### config.mk
export PLATFORM = sky130hd
export DESIGN_NAME = mf3_queue
export DESIGN_NICKNAME = d
export VERILOG_FILES = /design/src/sv/mf3_queue.sv
export SDC_FILE = /design/constraint.sdc
export NUM_CORES = 1
export LEC_CHECK = 0
export BUFFER_PORTS_ARGS = -buffer_cell sky130_fd_sc_hd__buf_4
export CORE_ASPECT_RATIO = 1.4
export CORE_MARGIN = 2
export CORE_UTILIZATION = 51
export DETAILED_ROUTE_END_ITERATION = 16
export PLACE_DENSITY = 0.86
export SLEW_MARGIN = 20
export SYNTH_ARGS = -nofsm -noshare
export SYNTH_HDL_FRONTEND = slang
export SYNTH_SLANG_ARGS = --single-unit
### constraint.sdc
create_clock -name i_clk -period 1.7 [get_ports i_clk]
set_input_delay 0.425 -clock i_clk [delete_from_list [all_inputs] [get_ports i_clk]]
set_output_delay 0.425 -clock i_clk [all_outputs]
set_load 0.02 [all_outputs]
### src/sv/mf3_queue.sv
module mf3_queue #(
    parameter int WIDTH = 24,
    parameter int DEPTH = 4,
    localparam int PW   = (DEPTH > 1) ? $clog2(DEPTH) : 1,
    localparam int CNTW = $clog2(DEPTH + 1)
) (
    input  logic             i_clk,
    input  logic             i_rst_n,
    input  logic             i_push,
    input  logic [WIDTH-1:0] i_wr_data,
    input  logic             i_pop,
    output logic [WIDTH-1:0] o_rd_data,
    output logic             o_full,
    output logic             o_empty
);

    logic [WIDTH-1:0] r_mem [DEPTH];
    logic [PW-1:0]    r_wp;
    logic [PW-1:0]    r_rp;
    logic [CNTW-1:0]  r_count;

    assign o_full    = (r_count == CNTW'(DEPTH));
    assign o_empty   = (r_count == '0);
    assign o_rd_data = r_mem[r_rp];

    // Store pushed jobs
    always_ff @(posedge i_clk) begin
        if (i_push) begin
            r_mem[r_wp] <= i_wr_data;
        end
    end

    // Advance pointers and track fill level
    always_ff @(posedge i_clk) begin
        if (!i_rst_n) begin
            r_wp    <= '0;
            r_rp    <= '0;
            r_count <= '0;
        end else begin
            if (i_push) begin
                r_wp <= (r_wp == PW'(DEPTH - 1)) ? '0 : r_wp + 1'b1;
            end
            if (i_pop) begin
                r_rp <= (r_rp == PW'(DEPTH - 1)) ? '0 : r_rp + 1'b1;
            end
            if (i_push && !i_pop) begin
                r_count <= r_count + 1'b1;
            end else if (!i_push && i_pop) begin
                r_count <= r_count - 1'b1;
            end
        end
    end

`ifndef NO_ASSERTIONS
    a_no_overflow: assert property (@(posedge i_clk) disable iff (!i_rst_n)
        i_push |-> (!o_full || i_pop))
        else $error("job queue pushed while full");

    a_no_underflow: assert property (@(posedge i_clk) disable iff (!i_rst_n)
        i_pop |-> !o_empty)
        else $error("job queue popped while empty");

    a_count_up: assert property (@(posedge i_clk) disable iff (!i_rst_n)
        (i_push && !i_pop) |=> (r_count == $past(r_count) + 1'b1))
        else $error("job queue fill level lost a push");
`endif

endmodule

Yosys cells after proc, flatten, opt, wreduce, memory -nomap -nowiden --
Memory sizes are Yosys's and may differ from the RTL's. A register that Yosys moved wholly into a read port is not among the register bits. Cells that the tools add are included.
Word-level totals: register bits 7, bits in latches 0, bits in writable memories 96, bits in read-only memories 0, word-level logic and storage cells 25, memories 1
Memory list:
- r_mem | depth 4, bits a word 24, read ports 1, clocked after memory_dff 1, wr ports 1, line 17 | logic [WIDTH-1:0] r_mem [DEPTH];
Cells by class: $add $sub $neg 4, $mul 0, div/mod/pow operators 0, order comparisons 0, equal/unequal tests 3, shift-type cells 0, muxes and demuxes 8, bitwise operators 0, reductions and logical operators 6
Operators by type and width (count):
- 2-bit 2-to-1 mux | 4
- 3-bit 2-to-1 mux | 2
- 2-bit by 1-bit adder with 2-bit output, second input constant | 2
- 2-bit == test, second input constant | 2
- 3-bit by 1-bit adder with 3-bit output, second input constant | 1
- 3-bit == test, second input constant | 1
- 3-bit logical NOT | 1
- 3-bit by 1-bit subtractor with 3-bit output, second input constant | 1
- 1-bit logical AND | 2
- 1-bit logical NOT | 2
- 1-bit 2-to-1 mux | 2
- 2-bit nonzero test | 1

Logic depth before layout (Yosys ltp) --
Gate-level depths: netlist (run 1).
depth in word-level cells 4, mapped depth 7

Worst setup path after synthesis (run 1) --
No wires, ideal clock.
path type input -> register, from input port i_pop, to register r_count[2], arrival 1.629 ns, required time 1.624 ns, path slack -0.004 ns, stages 7, cells stage by stage inv_1 > ha_1 > inv_1 > fa_1 > xor2_1 > or3_1 > a21boi_0
Between the ends: word-level cells in the longest chain between the ends 3
Ends and longest elaborated chain:
- start: declaration | line 11 | input logic i_pop,
- 1-bit logical NOT | line 46 | if (i_push && !i_pop) begin
- 1-bit logical AND | line 46
- 3-bit 2-to-1 mux or 2-bit nonzero test (tied branches)
- end signal: assignment | line 47 | r_count <= r_count + 1'b1;
- end signal: assignment | line 49 | r_count <= r_count - 1'b1;
- end: declaration | line 20 | logic [CNTW-1:0] r_count;
Several ways; a longest one is shown, not always the timed one. A chain may end at the register's enable or synchronous reset.

==> impl_metrics.ini, run 1 <==
[yosys]
synthesis.nets = 205
async_reset_ff_frac = 0
syn_area_um2 = 3960
yosys-top-cells-count = 96 x edfxtp_1, 20 x mux4_2, 9 x dfxtp_1
synth_edf_count = 96
ys_seq_elements = 105
synth.area.top_cells = edfxtp_1 73%, mux4_2 11%, dfxtp_1 4.5%
synth_fa_ha_area_frac = 0.0240
syn-instance-count = 170
synth-simple-area-share = 0.0227
yosysWarnings = 0
ys_seq_area_frac = 0.773
synthXorXnorAreaFrac = 0.00442
synth_compound_gate_area_share = 0.00505
synth_top_area_cell = edfxtp_1
synth.distinct_cells = 23
synth_top_area_share = 0.728
syn_area_per_cell_um2 = 23.3
synth_ff_type = edfxtp_1
synth_most_common_cell = edfxtp_1
synth_top_family_by_area = multiplexers
synthMuxAreaShare = 0.150

[die]
start_util = 0.517
die_w_um = 78.5
rows = 38
core-area_um2 = 7650
die_h_um = 108
dieArea_um2 = 8500
boundaryPins = 54

[clock_tree]
root_buffer = clkbuf_8
tritoncts = yes
cts_setup_buffers = 0
clock_sinks = 105
cts_made_buffers = 9
ctsHtreeMaxLevel = 3
clk_pin_slew_ns = 0.09
insertion_delay_ns = 0.35
ctsLongestPathBuffers = 2

[worst_setup_path]
cp_data_arrival_time_ns = 1.64
start_kind = flip-flop
crit_path_end_kind = output pin
reg2reg_from = r_count[0]$_SDFFE_PN0P_
crit_fanout = 5
criticalPathCategory = reg2out
required_ns = 1.27

[grt]
grt_remaining_overflow = 0
grt_pass1_vias = 1905
grt_max_degree = 25
grt_pass1_wl_um = 9540
antenna_found_initial = 0
track_usage = 0.156

[timing]
maxSlewHeadroom = 0.863
fin_crit_ns = 2.07
fin_setup_tns_ns = -7.87
fin_crit_sh = 1.22
report.final.slew_viol_count = 0
hold_viol = 0
setup_viol = 24
setup_slack_ns = -0.368
fin_worst_skew_ns = 0.00734
rsz0062_at_grt = true
tightest_slew_ns = 0.205
fmax_mhz = 484

[route]
vias = 1834
postRouteAntennaNets = 0
drc = 0
drt-initial-drc-count = 173
drtPass1Iterations = 4
drt-total-wl_um = 6300
post_drt_wl_per_cell_um = 18.1
vias_per_cell = 5.29

[power]
ir_drop_v = 0.000572
power_density_nw_per_um2 = 1070
totalPowerFinal_uw = 5280
p_leak_uw = 0.00172

[layout]
area_growth_syn_to_layout_pct = 24.2
stdcell_count = 347
insertedDiodeCount = 0
final_nets = 277
design_area_um2 = 4920
postLayoutCoreUtil = 0.643
drive_gt1_frac = 0.437

[flow_run]
cap_violations = 0

[place]
dp_hpwl_um = 3940
gp_congestion = 0.685
port_buffers = 53
place_inst = 330
place_area_um2 = 4600

[status]
violations = negative setup slack
status = finished, violations left

[hold_path]
hold_path_class = in2reg
hp-start = i_wr_data[10]
## where the power goes
group / internal (uW) / leakage [uW] / total, uW / switching, uW
Sequential: 2950 / 0.000957 / 3000 / 49.5
Combinational: 403 / 0.000650 / 759 / 356
Clock: 781 / 0.000111 / 1530 / 749
Total: 4130 / 0.00172 / 5280 / 1150
## repair_timing
| item | in CTS | in global routing |
|---|---|---|
| cloned | 0 | 1 |
| hold buffers | 0 | 0 |
| setup endpoints to repair | 24 | 24 |
| gates resized for setup | 24 | 7 |
| pin swaps | 0 | 0 |
## per-stage QoR
step | setup slack, ns | hold slack [ns]
2_1_floorplan | 0.00781 | 0.465
3_3_place_gp | -0.121 | 0.480
3_5_place_dp | -0.192 | 0.512
4_1_cts | -0.365 | 0.246
5_1_grt | -0.409 | 0.249
6_report | -0.368 | 0.260
## per-layer routing
layer | part of all wire | global-route usage
met1 | 0.39 | 0.184
met2 | 0.55 | 0.266
met4 | 0.022 | 0.0865
met3 | 0.039 | 0.0334
met5 | 0 | 0
## final timing paths
check	cells past startpoint	endpoint	slack, ns
worst max-delay path	3	o_rd_data[22]	-0.37
worst min-delay path	1	r_mem[0][10]$_DFFE_PP_	0.26
worst max register to register	4	r_count[2]$_SDFFE_PN0P_	0.24
worst min register to register	2	r_count[2]$_SDFFE_PN0P_	0.52
## cell usage in the layout, fill, tap and decap left out
cell,Yosys,routed
dfxtp_4,0,1
a21boi_1,0,1
mux2i_1,4,4
nor3_1,2,2
clkinv_2,0,1
xnor2_1,1,1
ha_1,6,5
nor2b_1,5,5
o21ai_0,1,1
or3_1,1,1
and2_1,5,5
clkbuf_1,1,1
nor3b_1,1,1
ha_2,0,1
xor2_1,1,1
clkbuf_16,0,2
inv_1,4,4
buf_6,1,24
fa_1,1,1
mux4_2,20,24
buf_4,0,35
dfxtp_1,9,8
edfxtp_1,96,96
clkbuf_8,0,13
o21a_1,1,1
buf_8,0,1
buf_12,2,6
nor2_1,1,1
## flip-flops by register name (all words and copies together), names as in the netlist, named ones only
signal   count
r_mem       96
r_count      3
r_rp         2
r_wp         2
## critical path: stages (launching register included)
cell,delay (ns)
dfxtp_4,0.43
clkbuf_16,0.18
mux4_2,0.53
buf_6,0.15
## layout make-up
type                       count  area, um^2
timing repair buffer          67         693
tap                          100         125
sequential                   105        3070
inverter                       4        15.0
clock inverter                 1        5.00
clock buffer                  15         208
fill                         520        2740
multi-input combinational     55         806
## cells by family after synthesis
family / count (synthesis)
mux: 28
flops: 105
compound gates: 3
xor+xnor: 2
buf+inv: 10
simple gates: 15
fa+ha+maj: 7
Power figures use the tool's default switching activity.
==> run 2: changes to the inputs <==
--- a/config.mk
+++ b/config.mk
@@ -11,6 +11,7 @@
 export CORE_UTILIZATION = 51
 export DETAILED_ROUTE_END_ITERATION = 16
 export PLACE_DENSITY = 0.86
+export RECOVER_POWER = 100
 export SLEW_MARGIN = 20
 export SYNTH_ARGS = -nofsm -noshare
 export SYNTH_HDL_FRONTEND = slang
==> constraint.sdc (replaced) <==
create_clock -name i_clk -period 1.7 [get_ports i_clk]
set_input_delay 0.51 -clock i_clk [delete_from_list [all_inputs] [get_ports i_clk]]
set_output_delay 0.51 -clock i_clk [all_outputs]
set_load 0.02 [all_outputs]
==> run 2 against run 1 <==
The run still ends with negative setup slack left; core utilization is 1.9 points lower; clock power is 4% lower; global-route usage is 0.63 points higher; cell count is 0.86% higher; cell area is 3.0% lower; sequential share of layout area is 1.9 points higher; clock-buffer cell count is 6 lower; register-to-register slack worse by 0.11 ns; critical path type unchanged.
==> impl_metrics.ini, run 2 (synthesis gave the netlist of run 1 again) <==
[status]
violations = negative setup slack
status = finished, violations left

[timing]
setup_viol = 24
report.final.slew_viol_count = 0
fin_crit_sh = 1.26
fmax_mhz = 465
hold_viol = 0
rsz0062_at_grt = true
fin_setup_tns_ns = -9.99
fin_crit_ns = 2.15
tightest_slew_ns = 0.469
setup_slack_ns = -0.449
fin_worst_skew_ns = 0.0111
maxSlewHeadroom = 0.687

[layout]
drive_gt1_frac = 0.360
n_fill_cell = 553
final_common_cell = edfxtp_1
largest_reg_flops = 96
insertedDiodeCount = 0
area_growth_syn_to_layout_pct = 20.4
final_nets = 280
reg_top3 = r_mem x96, r_count x3
final_cell_mix = 96 x edfxtp_1, 26 x buf_6, 25 x clkbuf_1, 24 x mux4_2, 9 x clkbuf_8
regMostFlops = r_mem
design_area_um2 = 4770

[flow_run]
cap_violations = 0

[place]
port_buffers = 53
place_area_um2 = 4590
gp_congestion = 0.666
dpl_worst_slack_ns = -0.198
dp_hpwl_um = 4150

[hold_path]
hp-start = i_wr_data[21]
hold_path_depth = 1
hold_path_end = r_mem[1][21]$_DFFE_PP_
hold_path_class = in2reg

[route]
drc = 0
routed-wl-met3_um = 225
route.met2.wl_um = 3640
drt-total-wl_um = 6400
highest_layer = met4
vias_per_cell = 5.28
drtPass1Iterations = 4
post_drt_wl_per_cell_um = 18.3
met1_length_um = 2390
vias = 1847
drt-initial-drc-count = 88
postRouteAntennaNets = 0

[worst_setup_path]
criticalPathCategory = reg2out
r2r_cells = 3
r2r_end = r_mem[3][2]$_DFFE_PP_
crit_fanout = 8
rrSetupSlack_ns = 0.13
start_kind = flip-flop
crit_path_end_kind = output pin
reg2reg_from = r_wp[0]$_SDFFE_PN0P_
required_ns = 1.19
cp_data_arrival_time_ns = 1.64

[clock_tree]
ctsHoldBuffers = 0
ctsLongestPathBuffers = 2
insertion_delay_ns = 0.36
cts_made_buffers = 9
clock_sinks = 105
clk_pin_slew_ns = 0.11
tritoncts = yes
root_buffer = clkbuf_8
ctsHtreeMaxLevel = 3

[grt]
antenna_found_initial = 0
grt_max_degree = 25
grt_pass1_vias = 1999
track_usage = 0.162
grt_pass1_wl_um = 9940
grt_remaining_overflow = 0

[die]
start_util = 0.517
boundaryPins = 54
dieArea_um2 = 8500
core-area_um2 = 7650
die_h_um = 108
rows = 38
die_w_um = 78.5

[power]
ir_drop_v = 0.000750
power_density_nw_per_um2 = 1090
p_leak_uw = 0.00161
## run 2: changes by cell type in the layout (fill, tap and decap cells not counted), sizes merged
cell      previous run  this run
clkinv               1         2
clkinvlp             0         1
clkbuf              16        40
buf                 66        39
inv                  4         8
## run 2: power by group
part / internal, uW / leakage, uW / switching (uW)
combinational: 367 / 0.000552 / 359
sequential: 2950 / 0.000957 / 51.9
clock: 584 / 0.000101 / 891
total: 3900 / 0.00161 / 1300
## run 2: what timing repair did
item / in CTS / in global routing
setup endpoints to repair: 24 / 25
resized for setup: 30 / 3
pin swaps: 0 / 0
hold endpoints to repair: 0 / 0
setup buffers: 0 / 1
gates cloned: 1 / 0
## run 2: worst max-delay path by stage
stage,startpoint,endpoint,slack [ns],cells after the start
2_1_floorplan,i_pop,r_count[2]$_SDFFE_PN0P_,0.01,7
3_3_place_gp,i_pop,r_count[2]$_SDFFE_PN0P_,-0.13,8
4_1_cts,flip-flop,o_rd_data[22],-0.47,3
6_report,flip-flop,o_rd_data[19],-0.45,3
3_5_place_dp,i_pop,r_count[2]$_SDFFE_PN0P_,-0.20,8
5_1_grt,flip-flop,o_rd_data[19],-0.51,3
## run 2: cell type report
cell class	instances	area [um^2]	share of cell area
repair buffers	70	554	0.116
clock inverters	7	73.8	0.0155
inverters	4	16.3	0.00341
multi-input cells	55	811	0.170
well taps	100	125	0.0262
flip-flops and latches	105	3070	0.643
clock buffers	9	124	0.0260
## run 2: metal layers
layer | vias to the layer above | track usage
met5 | - | 0
met4 | 0 | 0.0702
met3 | 11 | 0.0401
met2 | 48 | 0.296
met1 | 945 | 0.179
li1 | 843 | -
## run 2: critical path: stages, from the launching register on
cell and delay, ns:
dfxtp_4 0.43, buf_12 0.16, mux4_2 0.53, buf_6 0.15
## run 2: metrics by stage
stage	hold slack (ns)	cells	util	total power, uW
2_1_floorplan	0.469	170	-	3440
3_3_place_gp	0.488	332	0.599	3730
3_5_place_dp	0.510	332	0.599	3750
4_1_cts	0.319	349	0.640	5280
5_1_grt	0.396	350	0.623	5390
6_report	0.396	350	0.623	5200
