`config.mk`:
```
export PLATFORM = sky130hd
export DESIGN_NAME = mf3_back
export DESIGN_NICKNAME = d
export VERILOG_FILES = /design/src/sv/mf3_pkg.sv /design/src/sv/mf3_back.sv
export SDC_FILE = /design/constraint.sdc
export NUM_CORES = 1
export LEC_CHECK = 0
export ABC_AREA = 1
export CAP_MARGIN = 20
export CORE_MARGIN = 2
export CORE_UTILIZATION = 35
export CTS_CLUSTER_DIAMETER = 120
export CTS_CLUSTER_SIZE = 10
export DETAILED_ROUTE_END_ITERATION = 10
export DONT_BUFFER_PORTS = 1
export PLACE_DENSITY = 0.54
export SLEW_MARGIN = 20
export SYNTH_ARGS = -nofsm -noshare
export SYNTH_HDL_FRONTEND = slang
export SYNTH_SLANG_ARGS = --single-unit
```
`constraint.sdc`:
```
create_clock -name i_clk -period 6.1 [get_ports i_clk]
set_input_delay 1.22 -clock i_clk [delete_from_list [all_inputs] [get_ports i_clk]]
set_output_delay 1.22 -clock i_clk [all_outputs]
set_load 0.01 [all_outputs]
```
`src/sv/mf3_pkg.sv`:
```
package mf3_pkg;

    // Configuration port geometry
    localparam int CFG_IDX_BITS  = 2;
    localparam int CFG_DATA_BITS = 16;

    // Register field widths and reset values
    localparam int FRAME_W_BITS = 11;
    localparam int FRAME_H_BITS = 16;
    localparam logic [FRAME_W_BITS-1:0] FRAME_W_RESET = 11'd1024;
    localparam logic [FRAME_H_BITS-1:0] FRAME_H_RESET = 16'd1;

    // Neighborhood count width (largest count is 9)
    localparam int DIVISOR_BITS = 4;

    typedef enum logic [CFG_IDX_BITS-1:0] {
        CFG_FRAME_WIDTH  = 2'd0,
        CFG_FRAME_HEIGHT = 2'd1
    } t_cfg_idx;

    // Control part of one averaging job handed from front to back
    typedef struct packed {
        logic [DIVISOR_BITS-1:0] divisor;
        logic                    last;
        logic                    frame_end;
    } t_job_ctl;

endpackage

```
`src/sv/mf3_back.sv`:
```
module mf3_back #(
    parameter int PIXEL_BITS = 16,
    localparam int SUM_BITS  = PIXEL_BITS + 4,
    localparam int MAG_BITS  = PIXEL_BITS + 3,
    localparam int SHIFT     = MAG_BITS + 4,
    localparam int RW        = SHIFT + 1,
    localparam int LO_W      = RW / 2,
    localparam int HI_W      = RW - LO_W,
    localparam int PROD_W    = MAG_BITS + HI_W,
    localparam int ACC_W     = MAG_BITS + RW
) (
    input  logic                          i_clk,
    input  logic                          i_rst_n,
    input  logic                          i_q_empty,
    output logic                          o_pop,
    input  logic signed [SUM_BITS-1:0]    i_sum,
    input  mf3_pkg::t_job_ctl             i_ctl,
    output logic                          o_out_valid,
    input  logic                          i_out_ready,
    output logic signed [PIXEL_BITS-1:0]  o_pixel_out,
    output logic                          o_last_in_run,
    output logic                          o_frame_end
);

    // Reciprocals ceil(2^SHIFT / d); exact for every magnitude below 2^MAG_BITS
    localparam logic [63:0]   ONE_SHIFT = 64'd1 << SHIFT;
    localparam logic [RW-1:0] RECIP_1   = RW'(ONE_SHIFT);
    localparam logic [RW-1:0] RECIP_2   = RW'((ONE_SHIFT + 64'd1) / 64'd2);
    localparam logic [RW-1:0] RECIP_3   = RW'((ONE_SHIFT + 64'd2) / 64'd3);
    localparam logic [RW-1:0] RECIP_4   = RW'((ONE_SHIFT + 64'd3) / 64'd4);
    localparam logic [RW-1:0] RECIP_6   = RW'((ONE_SHIFT + 64'd5) / 64'd6);
    localparam logic [RW-1:0] RECIP_9   = RW'((ONE_SHIFT + 64'd8) / 64'd9);

    typedef enum logic [1:0] {
        S_IDLE,
        S_MUL_LO,
        S_MUL_HI,
        S_DONE
    } t_state;

    t_state                               r_state;
    logic [MAG_BITS-1:0]                  r_mag;
    logic                                 r_neg;
    logic [RW-1:0]                        r_recip;
    logic [ACC_W-1:0]                     r_acc;
    logic                                 r_last;
    logic                                 r_fe;

    logic [SUM_BITS-1:0]                  sum_mag;
    logic [RW-1:0]                        recip_sel;
    logic [HI_W-1:0]                      recip_half;
    logic [PROD_W-1:0]                    prod;
    logic [PIXEL_BITS-1:0]                quot;
    logic                                 out_free;

    assign o_pop    = (r_state == S_IDLE) && !i_q_empty;
    assign out_free = !o_out_valid || i_out_ready;
    assign sum_mag  = i_sum[SUM_BITS-1] ? SUM_BITS'(-i_sum) : SUM_BITS'(i_sum);

    // Pick the reciprocal of the neighborhood count
    always_comb begin
        unique case (i_ctl.divisor)
            4'd2:    recip_sel = RECIP_2;
            4'd3:    recip_sel = RECIP_3;
            4'd4:    recip_sel = RECIP_4;
            4'd6:    recip_sel = RECIP_6;
            4'd9:    recip_sel = RECIP_9;
            default: recip_sel = RECIP_1;
        endcase
    end

    // Multiply the magnitude by one half of the reciprocal per cycle
    assign recip_half = (r_state == S_MUL_HI) ? r_recip[RW-1:LO_W] :
                                                HI_W'(r_recip[LO_W-1:0]);
    assign prod       = PROD_W'(r_mag) * PROD_W'(recip_half);
    assign quot       = r_acc[SHIFT +: PIXEL_BITS];

    // Pop a job, form the quotient in two multiply steps, then hand it to the output register
    always_ff @(posedge i_clk) begin
        if (!i_rst_n) begin
            r_state     <= S_IDLE;
            o_out_valid <= 1'b0;
        end else begin
            o_out_valid <= (r_state == S_DONE) || (o_out_valid && !i_out_ready);
            unique case (r_state)
                S_IDLE: begin
                    if (o_pop) begin
                        r_neg   <= i_sum[SUM_BITS-1];
                        r_mag   <= sum_mag[MAG_BITS-1:0];
                        r_recip <= recip_sel;
                        r_last  <= i_ctl.last;
                        r_fe    <= i_ctl.frame_end;
                        r_state <= S_MUL_LO;
                    end
                end
                S_MUL_LO: begin
                    r_acc   <= ACC_W'(prod);
                    r_state <= S_MUL_HI;
                end
                S_MUL_HI: begin
                    r_acc   <= r_acc + (ACC_W'(prod) << LO_W);
                    r_state <= S_DONE;
                end
                S_DONE: begin
                    if (out_free) begin
                        o_pixel_out   <= r_neg ? -quot : quot;
                        o_last_in_run <= r_last;
                        o_frame_end   <= r_fe;
                        r_state       <= S_IDLE;
                    end
                end
            endcase
        end
    end

`ifndef NO_ASSERTIONS
    a_out_hold: assert property (@(posedge i_clk) disable iff (!i_rst_n)
        (o_out_valid && !i_out_ready) |=> (o_out_valid && $stable(o_pixel_out) &&
                                           $stable(o_last_in_run) && $stable(o_frame_end)))
        else $error("result changed while waiting for ready");

    a_divisor_legal: assert property (@(posedge i_clk) disable iff (!i_rst_n)
        o_pop |-> (i_ctl.divisor == 4'd1 || i_ctl.divisor == 4'd2 || i_ctl.divisor == 4'd3 ||
                   i_ctl.divisor == 4'd4 || i_ctl.divisor == 4'd6 || i_ctl.divisor == 4'd9))
        else $error("neighborhood count outside the legal set");
`endif

endmodule

```
Yosys cells after proc, flatten, opt, wreduce, memory -nomap -nowiden
Index checks and enable logic that the tools add are counted.
- $mul: 1
- bitwise logic cells: 0
- $add $sub $neg: 3
- div/mod/pow operators: 0
- equal/unequal tests: 10
- order comparisons: 0
- reductions and logical operators: 13
- shift operators: 0
- muxes and demuxes: 8
- operator list (cell ; count):
    $pmux 24 s5 ; 1
    $pmux 43 s2 ; 1
    $add 43x43->43 ; 1
    $mul 19x12->31 ; 1
    $mux 19 ; 1
    $neg 19->19 ; 1
    $mux 16 ; 1
    $neg 16->16 ; 1
    $mux 12 ; 1
    $eq 4x2->1 const B ; 2
    $eq 4x3->1 const B ; 2
    $pmux 2 s4 ; 1
    $reduce_and 3->1 ; 2
    $eq 2x2->1 const B ; 2
    $eq 4x4->1 const B ; 1
    $mux 2 ; 2
    $ne 2x2->1 const B ; 2
    $reduce_and 2->1 ; 2
    $logic_not 1->1 ; 3
    $eq 2x1->1 const B ; 1
    $logic_and 1x1->1 ; 2
    $logic_not 2->1 ; 1
    $logic_or 1x1->1 ; 2
    $reduce_bool 2->1 ; 1
- memory bits (read-only): 0
- input bits: 30
- RAM bits: 0
- latch bits: 0
- register bits after elaboration: 110
- memories: 0
- word-level logic and storage cells: 46

Depth between registers and ports, before layout
- word-level depth: 5
- mapped depth: 40
- depth with buffers taken out: 37

Least setup slack after synthesis
OpenSTA, ideal clock, no wires.
- path kind: register to register
- start: register r_state[0]
- end: register r_acc[34], data pin
- arrival: 6538 ps
- period minus slack after synthesis: 6790 ps
- required time: 5847 ps
- library setup time: 253 ps
- path slack: -690 ps
- stages on the path, launching flop included: 38
- cell sequence: dfxtp_1 inv_1 ha_1 buf_4 inv_1 buf_2 or2_2 o21ai_0 inv_1 nand2_1 fa_1 fa_1 inv_1 fa_1 fa_1 inv_1 fa_1 inv_1 (+2 left out) nor2_1 nor2_1 o21ai_0 a21o_1 or2_1 and2_1 ha_1 nand2_1 inv_1 nand2_1 nor2_1 nand4_1 nand3_1 nand2_1 nand2_1 nand2_1 nand2_1 nor2_1
- longest elaborated chain between the ends: 5
- ends and longest elaborated chain (element ; RTL line ; RTL):
    start: declaration ; mf3_back.sv:41 ; t_state r_state;
    start signal: assignment ; mf3_back.sv:81 ; r_state <= S_IDLE;
    start signal: assignment ; mf3_back.sv:93 ; r_state <= S_MUL_LO;
    start signal: assignment ; mf3_back.sv:98 ; r_state <= S_MUL_HI;
    $eq 2x2->1 ; mf3_back.sv:73, mf3_back.sv:85 ;
    $mux 12 ; mf3_back.sv:73 ; assign recip_half = (r_state == S_MUL_HI) ? r_recip[RW-1:LO_W] :
    $mul 19x12->31 ; mf3_back.sv:75 ; assign prod = PROD_W'(r_mag) * PROD_W'(recip_half);
    $add 43x43->43 ; mf3_back.sv:101 ; r_acc <= r_acc + (ACC_W'(prod) << LO_W);
    $pmux 43 s2 * ; mf3_back.sv:85 ; unique case (r_state)
    end signal: assignment ; mf3_back.sv:97 ; r_acc <= ACC_W'(prod);
    end signal: assignment ; mf3_back.sv:101 ;
    end: declaration ; mf3_back.sv:45 ; logic [ACC_W-1:0] r_acc;
Mark *: on every way between the ends. The rest lies on a longest branch, timed or not.
A chain may end at the register's enable or synchronous reset.

Final worst setup path
- start: register r_state[0]
- end: register r_acc[35], data pin
The elaborated chain is that of the path after synthesis.

==> results.sh <==
export IMPL_yosys_warnings=0
export IMPL_rr_worst_depth=33
export IMPL_worstHoldStart="r_fe"
export IMPL_rsz0062_at_grt="yes"
export IMPL_critPathMaxStageDelay_ns=0.58
export IMPL_place_area_um2=14890
export IMPL_syn_to_final_growth_pct=38.18
export IMPL_syn_area_per_cell_um2=7.790
export IMPL_grt_util_all_layers_pct=20.51
export IMPL_startpoint="r_state[0]"
export IMPL_vias=11070
export IMPL_clk_insertion_delay_late_ns=0.35
export IMPL_syn_inst=1606
export IMPL_yosysSeqAreaShare_pct=18.48
export IMPL_cap_violations=0
export IMPL_period_share_pct=106.9
export IMPL_htree_levels=3
export IMPL_root_buffer="clkbuf_16"
export IMPL_cpMostUsedCell="fa_1"
export IMPL_synth_edf_count=75
export IMPL_slew_headroom_pct=66.64
export IMPL_synth_area_um2=12510
export IMPL_r2r_start="r_state[0]"
export IMPL_viasPerCell=4.767
export IMPL_wl_per_cell_um=16.02
export IMPL_violations="negative setup slack"
export IMPL_core_area_um2=35400
export IMPL_rrSetupSlack_ns=-0.42
export IMPL_fin_ws_ns=-0.4182
export IMPL_chipWidth_um=193.1
export IMPL_setup_violations=14
export IMPL_period_needed_ns=6.518
export IMPL_nets=2159
export IMPL_hold_end="o_frame_end"
export IMPL_grt_overflow=0
export IMPL_clk_pin_slew_ns=0.07
export IMPL_grt_pass1_wl_um=59150
export IMPL_ys_seq_elements=78
export IMPL_critPathCaptureType="flip-flop"
export IMPL_critPathLaunchType="flip-flop"
export IMPL_achievable_frequency_mhz=153.4
export IMPL_clock_sinks=78
export IMPL_required_ns=6.21
export IMPL_cts_tree="done"
export IMPL_hold_path_depth=0
export IMPL_antenna_found_initial=0
export IMPL_firstDrtPassIters=7
export IMPL_ys_flop_type="edfxtp_1"
export IMPL_grt_max_degree=31
export IMPL_crit_reg2reg_capture="r_acc[35]"
export IMPL_finalMaxSlewViolations=0
export IMPL_hold_viol=0
export IMPL_num_fill_cells=3391
export IMPL_gp_congestion=0.9085
export IMPL_cts_made_buffers=9
export IMPL_dieArea_um2=37270
export IMPL_cp_arrival_ns=6.63
export IMPL_drt_iter0_markers=581
export IMPL_cpMaxStageDelayCell="fa_1"
export IMPL_max_slew_worst_pin_slew_ns=0.4958
export IMPL_grt_pass1_vias=11400
export IMPL_postLayoutCellArea_um2=17290
export IMPL_path_class="reg2reg"
export IMPL_hold_class="reg2reg"
export IMPL_initial_core_util_pct=35.34
export IMPL_dpl_hpwl_um=29950
export IMPL_fin_skew_ns=0.01225
export IMPL_synthArstFlopShare_pct=0
export IMPL_routed_wl_um=37190
export IMPL_synth_distinct_cells=42
export IMPL_die_h_um=193.1
export IMPL_cts_max_path_buffers=2
export IMPL_n_antenna_cell=0
export IMPL_rows=69
export IMPL_drc=0
export IMPL_synth_nets=1908
export IMPL_ant_nets=0
export IMPL_layout_drive_gt1_share_pct=31.06
export IMPL_io_pins=50
export IMPL_worst_path_max_fanout=6
export IMPL_io_buffers=0
export IMPL_status="finished with violations"
-- cell type report --
type / count / area, um2 / share of cell area (%)
tap: 461 / 576.8 / 3.336
clock inverter: 6 / 111.4 / 0.6441
sequential: 78 / 2315 / 13.39
timing repair buffer: 279 / 2255 / 13.04
timing repair inverter: 1 / 7.507 / 0.04342
multi-input combinational: 1101 / 10330 / 59.77
inverter: 387 / 1465 / 8.475
clock buffer: 9 / 225.2 / 1.303
-- critical path: cells and delay by family (launching register included) --
kind                     cells  cell delay [ns]
adder cells (fa/ha/maj)      8             3.26
buffers and inverters        7             0.71
AO/OA/AOI/OAI                3             0.37
AND/OR/NAND/NOR             15             1.61
flip-flops                   1             0.32
-- per-layer routing --
layer	global-route usage (%)	vias to the layer above	share of wire (%)
met2	34.66	254	49
met4	4.924	0	1.9
met5	0	-	0
li1	-	5373	-
met1	28.14	5397	44
met3	2.371	45	4.5
-- cell usage in the layout (no fill, tap or decap), drive strengths merged --
cell type and n:
inv 385, nand2 374, buf 279, fa 171, nor2 139, ha 101
edfxtp 75, a21oi 71, o21ai 64, nand3 43, xor2 40, nor3 22
xnor2 16, nand4 10, clkbuf 9, or2 9, o21bai 8, a21o 6
nor4 6, a31oi 5, and2 4, clkinv 4, nand3b 3, bufinv 3
o31ai 3, dfxtp 3, o21a 2, a211oi 2, clkinvlp 2, a21boi 1
o211ai 1
-- cells in the mapped netlist (all sizes together), types with 5 or more instances --
| master | number | area share, % |
|---|---|---|
| a21o | 6 | 0.36 |
| inv | 385 | 12 |
| nor2 | 139 | 4.2 |
| clkbuf | 27 | 0.90 |
| xnor2 | 16 | 1.1 |
| fa | 171 | 27 |
| o21bai | 8 | 0.48 |
| nand2 | 374 | 11 |
| nand4 | 10 | 0.50 |
| or2 | 9 | 0.45 |
| o21ai | 64 | 2.7 |
| a31oi | 5 | 0.25 |
| nor3 | 22 | 0.92 |
| a21oi | 71 | 2.9 |
| nand3 | 43 | 1.8 |
| xor2 | 40 | 2.8 |
| edfxtp | 75 | 18 |
| ha | 101 | 10 |
| nor4 | 6 | 0.30 |
| buf | 13 | 0.53 |
-- worst max path at each step --
stage / end
floorplan: r_acc[35]
global placement: r_acc[37]
detailed placement: r_acc[37]
CTS: r_acc[34]
global route: r_acc[35]
finish: r_acc[35]
-- kinds of logic after synthesis --
kind of cell,Yosys count,share of synthesized area (%)
buffers and inverters,427,13.04
AND/OR/NAND/NOR,610,19.88
XOR/XNOR,56,3.920
AO/OA/AOI/OAI,163,7.211
flip-flops,78,18.48
adder cells (fa/ha/maj),272,37.46
-- through the flow --
stage	cells	setup WS (ns)	TNS, ns	util, %	hold WS [ns]
2_1_floorplan	1606	-0.1888	-0.6456	-	0.4003
3_3_place_gp	2256	-0.7098	-6.878	42.06	0.4017
3_5_place_dp	2256	-0.7368	-7.774	42.06	0.4070
4_1_cts	2304	-0.3398	-2.953	46.37	0.4205
5_1_grt	2322	-0.7052	-8.107	48.84	0.4261
6_report	2322	-0.4182	-4.321	48.84	0.4189
-- flip-flops by register name (all words and copies together), names as in the netlist --
| register | cells |
|---|---|
| r_neg | 1 |
| r_acc | 27 |
| o_pixel_out | 16 |
| r_fe | 1 |
| r_mag | 19 |
| r_state | 2 |
| o_last_in_run | 1 |
| o_out_valid | 1 |
| o_frame_end | 1 |
| r_recip | 8 |
| r_last | 1 |
-- what timing repair did --
item | 4_1_cts | 5_1_grt
pin swaps | 78 | 114
setup endpoints to repair | 17 | 19
gates cloned | 3 | 0
setup buffers | 31 | 23
hold buffers | 0 | 0
resized for setup | 207 | 166
Power is left out: the tool's default activity adds up to more than one toggle a clock period on the data nets, which glitch-free logic cannot reach.
